### config.mk
export PLATFORM = sky130hd
export DESIGN_NAME = kalman_1d_predict_update_unit_flat
export DESIGN_NICKNAME = d
export VERILOG_FILES = /design/src/hw/rtl/kf1d_pkg.sv /design/src/hw/rtl/kf1d_if.sv /design/src/hw/rtl/kalman_1d_predict_update_unit.sv /design/src/hw/rtl/kf1d_mul.sv /design/src/hw/rtl/kf1d_div.sv /design/src/flat_wrapper.sv
export SDC_FILE = /design/constraint.sdc
export NUM_CORES = 2
export LEC_CHECK = 0
export CELL_PAD_IN_SITES_DETAIL_PLACEMENT = 1
export CELL_PAD_IN_SITES_GLOBAL_PLACEMENT = 1
export CORE_ASPECT_RATIO = 1.25
export CORE_MARGIN = 3
export CORE_UTILIZATION = 40
export DETAILED_ROUTE_END_ITERATION = 16
export DONT_BUFFER_PORTS = 1
export PLACE_DENSITY_LB_ADDON = 0.1
export SLEW_MARGIN = 20
export SYNTH_ARGS = -nofsm -noshare
export SYNTH_HDL_FRONTEND = slang
export SYNTH_SLANG_ARGS = --single-unit
export TNS_END_PERCENT = 50
### constraint.sdc
create_clock -name i_clk -period 18.8 [get_ports i_clk]
set_input_delay 1.88 -clock i_clk [delete_from_list [all_inputs] [get_ports i_clk]]
set_output_delay 1.88 -clock i_clk [all_outputs]
set_load 0.05 [all_outputs]
### src/hw/rtl/kf1d_pkg.sv
// Package for the scalar Kalman filter unit: opcodes, reset values and datapath widths.
// Used by the channel interfaces, the multiplier, the divider and the top level.
// Has no dependencies of its own.
package kf1d_pkg;

    localparam int DATA_W = 32;
    localparam int DT_W   = 16;

    typedef logic [1:0] t_opcode;

    localparam t_opcode OP_PREDICT = 2'd0;
    localparam t_opcode OP_UPDATE  = 2'd1;
    localparam t_opcode OP_RESET   = 2'd2;

    localparam logic [DATA_W-1:0] NOISE_RST  = 32'd6554;
    localparam logic [DATA_W-1:0] SPREAD_RST = 32'd65536;

    // Shared multiplier: signed operands, A wide enough for a 33-bit magnitude, B for a 32-bit one.
    localparam int MUL_A_W = 34;
    localparam int MUL_B_W = 33;
    localparam int MUL_P_W = MUL_A_W + MUL_B_W;

    // Divider: 65-bit dividend, 33-bit divisor, quotient known to fit 33 bits.
    localparam int DIV_NUM_W = 65;
    localparam int DIV_DEN_W = 33;
    localparam int DIV_STEPS = 33;
    localparam int DIV_CNT_W = 6;

endpackage

### src/hw/rtl/kf1d_if.sv
// Valid/ready channel interfaces for the scalar Kalman filter unit.
// Payload types come from kf1d_pkg.
interface kf1d_in_if;
    logic                             valid;
    logic                             ready;
    kf1d_pkg::t_opcode                opcode;
    logic signed [kf1d_pkg::DATA_W-1:0] velocity;
    logic [kf1d_pkg::DT_W-1:0]        step_time;
    logic signed [kf1d_pkg::DATA_W-1:0] value_in;
    logic [kf1d_pkg::DATA_W-1:0]      spread_in;

    modport source (output valid, opcode, velocity, step_time, value_in, spread_in,
                    input ready);
    modport sink (input valid, opcode, velocity, step_time, value_in, spread_in,
                  output ready);
endinterface

interface kf1d_out_if;
    logic                             valid;
    logic                             ready;
    logic signed [kf1d_pkg::DATA_W-1:0] mean_out;
    logic [kf1d_pkg::DATA_W-1:0]      spread_out;
    logic                             bad_input;
    logic                             saturated;

    modport source (output valid, mean_out, spread_out, bad_input, saturated,
                    input ready);
    modport sink (input valid, mean_out, spread_out, bad_input, saturated,
                  output ready);
endinterface

### src/hw/rtl/kalman_1d_predict_update_unit.sv
// Top level of the scalar Kalman filter unit: sequencer, state and output register.
// Depends on kf1d_pkg, kf1d_if.sv, kf1d_mul and kf1d_div.
//
//   Channel   Dir   Handshake            Payload
//   i_in      in    valid/ready          opcode, velocity, step_time, value_in, spread_in
//   o_out     out   valid/ready          mean_out, spread_out, bad_input, saturated
//   i_cfg     in    write enable only    noise_rate (i_cfg_wdata)
//
// Predict runs through S_PMUL1, S_PMUL2, S_PMUL3 and S_PDONE to S_FIN; reset, an unused
// opcode or a zero variance go straight to S_FIN. Update runs its two
// 33-step divisions through the one shared divider.
// Input is taken only while the sequencer is idle, so the next transaction can be accepted
// in the cycle after the result is loaded; a finished result may still wait in the output
// register. Synchronous active-low reset returns control to idle and loads the reset state.
module kalman_1d_predict_update_unit (
    input  logic                          i_clk,
    input  logic                          i_rst_n,
    input  logic                          i_cfg_we,
    input  logic [kf1d_pkg::DATA_W-1:0]   i_cfg_wdata,
    kf1d_in_if.sink                       i_in,
    kf1d_out_if.source                    o_out
);

    typedef enum logic [3:0] {
        S_IDLE,
        S_PMUL1,
        S_PMUL2,
        S_PMUL3,
        S_PDONE,
        S_UMUL1,
        S_UDIV1,
        S_UWAIT1,
        S_UDIV2,
        S_UWAIT2,
        S_FIN
    } t_state;

    localparam int W = kf1d_pkg::DATA_W;

    t_state                     r_state;
    logic [W-1:0]               r_noise;
    logic signed [W-1:0]        r_mean;
    logic [W-1:0]               r_spread;
    logic signed [W-1:0]        r_vel;
    logic [kf1d_pkg::DT_W-1:0]  r_dt;
    logic [W-1:0]               r_vz;
    logic [W:0]                 r_mag;
    logic                       r_neg;
    logic [W:0]                 r_sum;
    logic                       r_bad;
    logic                       r_sat;
    logic                       r_out_valid;
    logic signed [W-1:0]        r_out_mean;
    logic [W-1:0]               r_out_spread;
    logic                       r_out_bad;
    logic                       r_out_sat;

    logic in_fire;
    logic out_free;

    logic signed [kf1d_pkg::MUL_A_W-1:0] mul_a;
    logic signed [kf1d_pkg::MUL_B_W-1:0] mul_b;
    logic                                mul_en;
    logic signed [kf1d_pkg::MUL_P_W-1:0] mul_p;

    logic                                div_start;
    logic [kf1d_pkg::DIV_NUM_W-1:0]      div_num;
    logic                                div_done;
    logic [kf1d_pkg::DIV_STEPS-1:0]      div_quo;

    logic signed [W:0]   n_diff;
    logic [W:0]          n_mag;
    logic [W:0]          n_sum;
    logic signed [47:0]  n_rnd;
    logic signed [W:0]   n_pmean;
    logic [W:0]          n_add;
    logic [W+1:0]        n_pspread;
    logic signed [W+1:0] n_umean;

    assign in_fire     = i_in.valid && i_in.ready;
    assign i_in.ready  = (r_state == S_IDLE);
    assign out_free    = !r_out_valid || o_out.ready;

    always_comb begin
        n_diff = {i_in.value_in[W-1], i_in.value_in} - {r_mean[W-1], r_mean};
        n_mag  = n_diff[W] ? (W+1)'(-n_diff) : n_diff;
        n_sum  = {1'b0, r_spread} + {1'b0, i_in.spread_in};
    end

    // Shared multiplier operand selection per sequencer step.
    always_comb begin
        mul_a  = '0;
        mul_b  = '0;
        mul_en = 1'b0;
        case (r_state)
            S_PMUL1: begin
                mul_a  = kf1d_pkg::MUL_A_W'(r_vel);
                mul_b  = {17'b0, r_dt};
                mul_en = 1'b1;
            end
            S_PMUL2: begin
                mul_a  = {18'b0, r_dt};
                mul_b  = {17'b0, r_dt};
                mul_en = 1'b1;
            end
            S_PMUL3: begin
                mul_a  = {2'b0, r_noise};
                mul_b  = {1'b0, mul_p[W-1:0]};
                mul_en = 1'b1;
            end
            S_UMUL1: begin
                mul_a  = {1'b0, r_mag};
                mul_b  = {1'b0, r_spread};
                mul_en = 1'b1;
            end
            S_UDIV1: begin
                mul_a  = {2'b0, r_spread};
                mul_b  = {1'b0, r_vz};
                mul_en = 1'b1;
            end
            default: begin
                mul_en = 1'b0;
            end
        endcase
    end

    // Both divisions round half up by adding half the summed variance.
    assign div_start = (r_state == S_UDIV1) || (r_state == S_UDIV2);
    assign div_num   = mul_p[kf1d_pkg::DIV_NUM_W-1:0] + {32'b0, r_sum[W:1]};

    always_comb begin
        n_rnd     = mul_p[47:0] + 48'sd32768;
        n_pmean   = {r_mean[W-1], r_mean} + {n_rnd[47], n_rnd[47:16]};
        n_add     = {1'b0, mul_p[63:32]} + (W+1)'(mul_p[31]);
        n_pspread = {2'b0, r_spread} + {1'b0, n_add};
        n_umean   = r_neg ? ({{2{r_mean[W-1]}}, r_mean} - {1'b0, div_quo})
                          : ({{2{r_mean[W-1]}}, r_mean} + {1'b0, div_quo});
    end

    kf1d_mul u_mul (
        .i_clk (i_clk),
        .i_en  (mul_en),
        .i_a   (mul_a),
        .i_b   (mul_b),
        .o_p   (mul_p)
    );

    kf1d_div u_div (
        .i_clk   (i_clk),
        .i_rst_n (i_rst_n),
        .i_start (div_start),
        .i_num   (div_num),
        .i_den   (r_sum),
        .o_done  (div_done),
        .o_quo   (div_quo)
    );

    always_ff @(posedge i_clk) begin
        if (!i_rst_n) begin
            r_state     <= S_IDLE;
            r_noise     <= kf1d_pkg::NOISE_RST;
            r_mean      <= '0;
            r_spread    <= kf1d_pkg::SPREAD_RST;
            r_bad       <= 1'b0;
            r_sat       <= 1'b0;
            r_out_valid <= 1'b0;
        end else begin
            if (i_cfg_we) begin
                r_noise <= i_cfg_wdata;
            end
            if (r_state == S_FIN && out_free) begin
                r_out_valid <= 1'b1;
            end else if (o_out.ready) begin
                r_out_valid <= 1'b0;
            end
            case (r_state)
                S_IDLE: begin
                    if (in_fire) begin
                        r_sat <= 1'b0;
                        r_vel <= i_in.velocity;
                        r_dt  <= i_in.step_time;
                        r_vz  <= i_in.spread_in;
                        r_mag <= n_mag;
                        r_neg <= n_diff[W];
                        r_sum <= n_sum;
                        case (i_in.opcode)
                            kf1d_pkg::OP_PREDICT: begin
                                r_bad   <= 1'b0;
                                r_state <= S_PMUL1;
                            end
                            kf1d_pkg::OP_UPDATE: begin
                                if (i_in.spread_in == '0) begin
                                    r_bad   <= 1'b1;
                                    r_state <= S_FIN;
                                end else begin
                                    r_bad   <= 1'b0;
                                    r_state <= S_UMUL1;
                                end
                            end
                            kf1d_pkg::OP_RESET: begin
                                if (i_in.spread_in == '0) begin
                                    r_bad <= 1'b1;
                                end else begin
                                    r_bad    <= 1'b0;
                                    r_mean   <= i_in.value_in;
                                    r_spread <= i_in.spread_in;
                                end
                                r_state <= S_FIN;
                            end
                            default: begin
                                r_bad   <= 1'b0;
                                r_state <= S_FIN;
                            end
                        endcase
                    end
                end
                S_PMUL1: begin
                    r_state <= S_PMUL2;
                end
                S_PMUL2: begin
                    // Clamp when the 33-bit sum leaves the signed 32-bit range.
                    if (n_pmean[W] != n_pmean[W-1]) begin
                        r_mean <= n_pmean[W] ? {1'b1, {(W-1){1'b0}}} : {1'b0, {(W-1){1'b1}}};
                        r_sat  <= 1'b1;
                    end else begin
                        r_mean <= n_pmean[W-1:0];
                    end
                    r_state <= S_PMUL3;
                end
                S_PMUL3: begin
                    r_state <= S_PDONE;
                end
                S_PDONE: begin
                    if (n_pspread[W+1:W] != 2'b00) begin
                        r_spread <= '1;
                        r_sat    <= 1'b1;
                    end else begin
                        r_spread <= n_pspread[W-1:0];
                    end
                    r_state <= S_FIN;
                end
                S_UMUL1: begin
                    r_state <= S_UDIV1;
                end
                S_UDIV1: begin
                    r_state <= S_UWAIT1;
                end
                S_UWAIT1: begin
                    if (div_done) begin
                        r_mean  <= n_umean[W-1:0];
                        r_state <= S_UDIV2;
                    end
                end
                S_UDIV2: begin
                    r_state <= S_UWAIT2;
                end
                S_UWAIT2: begin
                    if (div_done) begin
                        r_spread <= div_quo[W-1:0];
                        r_state  <= S_FIN;
                    end
                end
                S_FIN: begin
                    if (out_free) begin
                        r_out_mean   <= r_mean;
                        r_out_spread <= r_spread;
                        r_out_bad    <= r_bad;
                        r_out_sat    <= r_sat;
                        r_state      <= S_IDLE;
                    end
                end
                default: begin
                    r_state <= S_IDLE;
                end
            endcase
        end
    end

    assign o_out.valid      = r_out_valid;
    assign o_out.mean_out   = r_out_mean;
    assign o_out.spread_out = r_out_spread;
    assign o_out.bad_input  = r_out_bad;
    assign o_out.saturated  = r_out_sat;

    a_div_done_in_wait: assert property (@(posedge i_clk) disable iff (!i_rst_n)
        div_done |-> (r_state == S_UWAIT1 || r_state == S_UWAIT2))
        else $error("divider finished outside a wait step");

    a_out_from_fin: assert property (@(posedge i_clk) disable iff (!i_rst_n)
        $rose(r_out_valid) |-> $past(r_state == S_FIN))
        else $error("result transaction raised outside the finish step");

    a_flags_exclusive: assert property (@(posedge i_clk) disable iff (!i_rst_n)
        o_out.valid |-> !(o_out.bad_input && o_out.saturated))
        else $error("bad input and saturation flagged together");

endmodule

### src/hw/rtl/kf1d_mul.sv
// Shared signed multiplier with a registered product and a load enable.
// Widths come from kf1d_pkg.
module kf1d_mul (
    input  logic                                i_clk,
    input  logic                                i_en,
    input  logic signed [kf1d_pkg::MUL_A_W-1:0] i_a,
    input  logic signed [kf1d_pkg::MUL_B_W-1:0] i_b,
    output logic signed [kf1d_pkg::MUL_P_W-1:0] o_p
);

    logic signed [kf1d_pkg::MUL_P_W-1:0] r_p;

    always_ff @(posedge i_clk) begin
        if (i_en) begin
            r_p <= i_a * i_b;
        end
    end

    assign o_p = r_p;

endmodule

### src/hw/rtl/kf1d_div.sv
// Restoring divider, one quotient bit per cycle, for the Gaussian product update.
// Widths and step count come from kf1d_pkg; the caller guarantees the quotient fits.
module kf1d_div (
    input  logic                                i_clk,
    input  logic                                i_rst_n,
    input  logic                                i_start,
    input  logic [kf1d_pkg::DIV_NUM_W-1:0]      i_num,
    input  logic [kf1d_pkg::DIV_DEN_W-1:0]      i_den,
    output logic                                o_done,
    output logic [kf1d_pkg::DIV_STEPS-1:0]      o_quo
);

    localparam int LOW_W = kf1d_pkg::DIV_STEPS;
    localparam int REM_W = kf1d_pkg::DIV_DEN_W;

    logic                              r_busy;
    logic                              r_done;
    logic [kf1d_pkg::DIV_CNT_W-1:0]    r_cnt;
    logic [REM_W-1:0]                  r_rem;
    logic [LOW_W-1:0]                  r_low;
    logic [kf1d_pkg::DIV_DEN_W-1:0]    r_den;

    logic [REM_W:0] n_trial;
    logic [REM_W:0] n_diff;
    logic           n_ge;

    always_comb begin
        n_trial = {r_rem, r_low[LOW_W-1]};
        n_diff  = n_trial - {1'b0, r_den};
        n_ge    = (n_trial >= {1'b0, r_den});
    end

    // The upper dividend bits start below the divisor, so the remainder never
    // needs more than the divisor width.
    always_ff @(posedge i_clk) begin
        if (!i_rst_n) begin
            r_busy <= 1'b0;
            r_done <= 1'b0;
            r_cnt  <= '0;
        end else begin
            r_done <= 1'b0;
            if (i_start) begin
                r_busy <= 1'b1;
                r_cnt  <= kf1d_pkg::DIV_CNT_W'(kf1d_pkg::DIV_STEPS);
                r_rem  <= REM_W'(i_num[kf1d_pkg::DIV_NUM_W-1:LOW_W]);
                r_low  <= i_num[LOW_W-1:0];
                r_den  <= i_den;
            end else if (r_busy) begin
                r_rem <= n_ge ? n_diff[REM_W-1:0] : n_trial[REM_W-1:0];
                r_low <= {r_low[LOW_W-2:0], n_ge};
                r_cnt <= r_cnt - 1'b1;
                if (r_cnt == kf1d_pkg::DIV_CNT_W'(1)) begin
                    r_busy <= 1'b0;
                    r_done <= 1'b1;
                end
            end
        end
    end

    assign o_done = r_done;
    assign o_quo  = r_low;

endmodule
### src/flat_wrapper.sv
// flat-port wrapper written by rule: the top's interface ports become plain ports
module kalman_1d_predict_update_unit_flat 
  (i_clk, i_rst_n, i_cfg_we, i_cfg_wdata, i_in_valid, i_in_opcode, i_in_velocity, i_in_step_time, i_in_value_in, i_in_spread_in, i_in_ready, o_out_valid, o_out_mean_out, o_out_spread_out, o_out_bad_input, o_out_saturated, o_out_ready);
  kf1d_in_if i_in_i ();
  kf1d_out_if o_out_i ();
  input  logic i_clk;
  input  logic i_rst_n;
  input  logic i_cfg_we;
  input  logic [kf1d_pkg::DATA_W-1:0] i_cfg_wdata;
  input wire logic [$bits(i_in_i.valid)-1:0] i_in_valid;
  input wire logic [$bits(i_in_i.opcode)-1:0] i_in_opcode;
  input wire logic [$bits(i_in_i.velocity)-1:0] i_in_velocity;
  input wire logic [$bits(i_in_i.step_time)-1:0] i_in_step_time;
  input wire logic [$bits(i_in_i.value_in)-1:0] i_in_value_in;
  input wire logic [$bits(i_in_i.spread_in)-1:0] i_in_spread_in;
  output wire logic [$bits(i_in_i.ready)-1:0] i_in_ready;
  output wire logic [$bits(o_out_i.valid)-1:0] o_out_valid;
  output wire logic [$bits(o_out_i.mean_out)-1:0] o_out_mean_out;
  output wire logic [$bits(o_out_i.spread_out)-1:0] o_out_spread_out;
  output wire logic [$bits(o_out_i.bad_input)-1:0] o_out_bad_input;
  output wire logic [$bits(o_out_i.saturated)-1:0] o_out_saturated;
  input wire logic [$bits(o_out_i.ready)-1:0] o_out_ready;
  assign i_in_i.valid = i_in_valid;
  assign i_in_i.opcode = i_in_opcode;
  assign i_in_i.velocity = i_in_velocity;
  assign i_in_i.step_time = i_in_step_time;
  assign i_in_i.value_in = i_in_value_in;
  assign i_in_i.spread_in = i_in_spread_in;
  assign i_in_ready = i_in_i.ready;
  assign o_out_valid = o_out_i.valid;
  assign o_out_mean_out = o_out_i.mean_out;
  assign o_out_spread_out = o_out_i.spread_out;
  assign o_out_bad_input = o_out_i.bad_input;
  assign o_out_saturated = o_out_i.saturated;
  assign o_out_i.ready = o_out_ready;
  kalman_1d_predict_update_unit u_core (.i_clk(i_clk), .i_rst_n(i_rst_n), .i_cfg_we(i_cfg_we), .i_cfg_wdata(i_cfg_wdata), .i_in(i_in_i), .o_out(o_out_i));
endmodule
==> results.md <==
* Final period demand of the worst path at 11670 ps
* Async set-reset flop share out of synthesis at 0
* Placed instance area at 72100 um^2
* Tot GR Track Use at 0.347
* Final weighted congestion in routability-driven placement at 1.00
* Row Count at 170
* Global-route met3 utilization at 0.0637
* Synth top cells by count: inv_1 (1208), fa_1 (1131), nor2_1 (944)
* Slew Viols, Final at 0
* Via count of the routed design at 57100
* Critical path required time at 19210 ps
* Clock tree sinks at 488
* Class of the tightest hold or removal check: register to register
* Inserted Clock Buffers at 57
* Maximum number of pins on one net before global-route repair at 113
* Worst Hold Launch: u_core.r_sum[0]
* Total of cells resized after clock tree synthesis at 0
* Vias in the first global route at 61500
* Share of the clock period used by the worst path at 0.621
* Synthesized area per cell at 9.17 um^2
* End of the worst register-to-register path: u_core.u_mul.o_p[61]
* Summed area of non-filler cells in the final layout at 74300 um^2
* Setup tns final at 0 ps
* Sequential fraction of the synthesis area at 0.195
* Leakage power figure at 33.5 nW
* Unrepaired setup endpoints after global routing: false
* Number of hold violations in the final report at 0
* Cell count of the worst hold path at 0
* Number of iterations in the first detailed-routing pass at 6
* Initial DRC count at 4241
* M1 GR Usage at 0.427
* Worst rel slew slack at 0.203
* Synth top area cells: fa_1 (33%), edfxtp_1 (16%), ha_1 (7.6%)
* Height of the chip at 472 um
* Source of the worst register-to-register timing path: u_core.r_state[0]
* Max stage delay cell, worst path: fa_1
* Maximum single-stage delay on the critical path at 1000 ps
* Number of port buffers at 0
* Die area at 179000 um^2
* Number of setup violations in the final report at 0
* Number of distinct library cells after synthesis at 110
* DRC violation count after routing at 0
* Cell area power density at 184 nW/um^2
* Post-Route WL at 309000 um
* Worst R2R Setup Slack at 7130 ps
* Core area at 172000 um^2
* Clock input transition at the sequential cells of the worst setup and hold paths at 70 ps
* Met2 GRT Util at 0.571
* Most used DFF post-synth: edfxtp_1
* Highest attainable clock frequency at 85.7 MHz
* Max Fanout on Critical Path at 64
* CTS H-Tree Depth at 2
* Skew final at 64.6 ps
* WS Path Type: register to register
* Count of boundary I/O pins at 219
* First-pass GRT wire length at 442000 um
* Critical Path Most Common Cell: fa_1
* Number of synthesized flops with an enable pin at 377
* Routed wire per std cell at 31.8 um
* Post-Syn Area at 69400 um^2
* Area leader, netlist: fa_1
* Clock network latency to the later pin of the worst-skew pair at 730 ps
* Via density per instance at 5.86
* Synthesized netlist cell count at 7567
* Tightest Pin Transition at 1190 ps
* Fraction of final layout cells sized beyond drive strength 1 at 0.0428
* Area growth from synthesis to layout at 6.98%
* Most frequent cell after synthesis: inv_1
* Effective utilization at floorplan at 0.403
* Overflow after GRT at 0
* Max Cap Violations at 0
* Number of hold buffers added after CTS at 0
* Layer carrying the most global-route usage: met2
* Master cell of the clock root buffer: clkbuf_16
* Buffers from clock root to sink, at most at 3
* Area share of the leading cell type in the synthesized netlist at 0.326
* CTS tree: done
* Final net count at 9134
* Synthesized flop and latch total at 488
* Outcome: finished, final reports clean
* HPWL reported at the end of detailed placement at 244000 um
* Antenna violations before repair at 27
* Type of origin of the critical path: register
* Die X-Extent at 379 um
* End point of the most critical hold path: u_core.u_div.r_den[0]
* Setup Buffers After CTS at 0
* Warnings from Yosys at 0
* Remaining antenna violation count at 0
* R2r worst-path depth at 28
* Crit path DAT at 12080 ps
* VDD IR-drop max at 0.000338 V
* Setup crit end kind: register
==> logic make-up after synthesis <==
family,after synthesis,synth area share
buffers and inverters,1544,0.0840
muxes,49,0.00706
adders and majority gates,1550,0.402
AOI/OAI and AO/OA,1288,0.120
DFF,488,0.195
and+or+nand+nor,2266,0.144
xor gates and xnor gates,380,0.0482
other,2,0.000108
==> how the worst max path moves through the flow <==
stage,from,end,slack [ps],depth (start not counted)
floorplan,u_core.r_state[1],u_core.u_mul.o_p[62],9550,31
global placement,u_core.r_state[0],u_core.u_mul.o_p[61],7410,28
detailed placement,u_core.r_state[0],u_core.u_mul.o_p[61],7200,28
CTS,u_core.r_state[0],u_core.u_mul.o_p[61],7140,28
global route,u_core.r_state[0],u_core.u_mul.o_p[63],6550,28
finish,u_core.r_state[0],u_core.u_mul.o_p[61],7130,28
==> placed cells by master (no fill, tap or decap), drive strengths merged, types with 64 or more instances in the layout <==
master / n
inv: 1211
buf: 116
a21oi: 374
clkbuf: 67
ha: 419
edfxtp: 377
nor2: 946
xor2: 129
a31oi: 65
nand2: 770
a22oi: 80
nor2b: 64
nand4: 73
nand3: 70
a21o: 122
fa: 1131
xnor2: 251
dfxtp: 111
o21ai: 287
==> worst max-delay path, delay by kind of cell, from the launching register on <==
| family | cells | cell delay (ps) |
|---|---|---|
| xor gates and xnor gates | 1 | 90 |
| adders and majority gates | 9 | 5260 |
| and+or+nand+nor | 8 | 2210 |
| DFF | 1 | 840 |
| AOI/OAI and AO/OA | 6 | 1340 |
| buffers and inverters | 4 | 1560 |
==> metal layers <==
metal	vias to the layer above	part of all wire
met5	-	0.00029
met4	14	0.071
met3	683	0.074
met2	2226	0.47
met1	29900	0.39
li1	24200	-
==> through the flow <==
| step | hold WS (ps) | total power, mW | setup slack (ps) | utilization | instances |
|---|---|---|---|---|---|
| detailed placement | 409 | 12.2 | 7200 | 0.419 | 9609 |
| floorplan | 400 | 8.39 | 9550 | - | 7593 |
| finish | 428 | 13.7 | 7130 | 0.432 | 9731 |
| CTS | 425 | 13.5 | 7140 | 0.431 | 9717 |
| global placement | 408 | 12.0 | 7410 | 0.419 | 9609 |
| global route | 452 | 14.6 | 6550 | 0.431 | 9720 |
==> area by class of cell <==
cell class,instances,area (um^2)
diodes,13,32.5
fillers,19700,97800
clock inverters,41,597
clock buffers,67,1560
inverters,1209,4540
multi-input cells,5561,50300
repair buffers,116,875
well taps,2236,2800
flip-flops and latches,488,13500
==> flip-flops by register name, indices dropped and copies added, names as in the netlist, 33 cells and up <==
signal	flops
u_core.u_div.o_quo	33
u_core.r_sum	33
u_core.r_mag	33
u_core.u_div.r_rem	33
u_core.u_mul.o_p	65
u_core.u_div.r_den	33
==> where the power goes <==
part           total (mW)  leakage, nW  switching (mW)  internal (mW)
sequential           2.49         4.40           0.721           1.77
clock                1.29         1.03           0.542          0.752
combinational        9.87         28.1            6.45           3.42
total                13.7         33.5            7.71           5.94
Note: power is estimated with default switching activity, not from simulation.
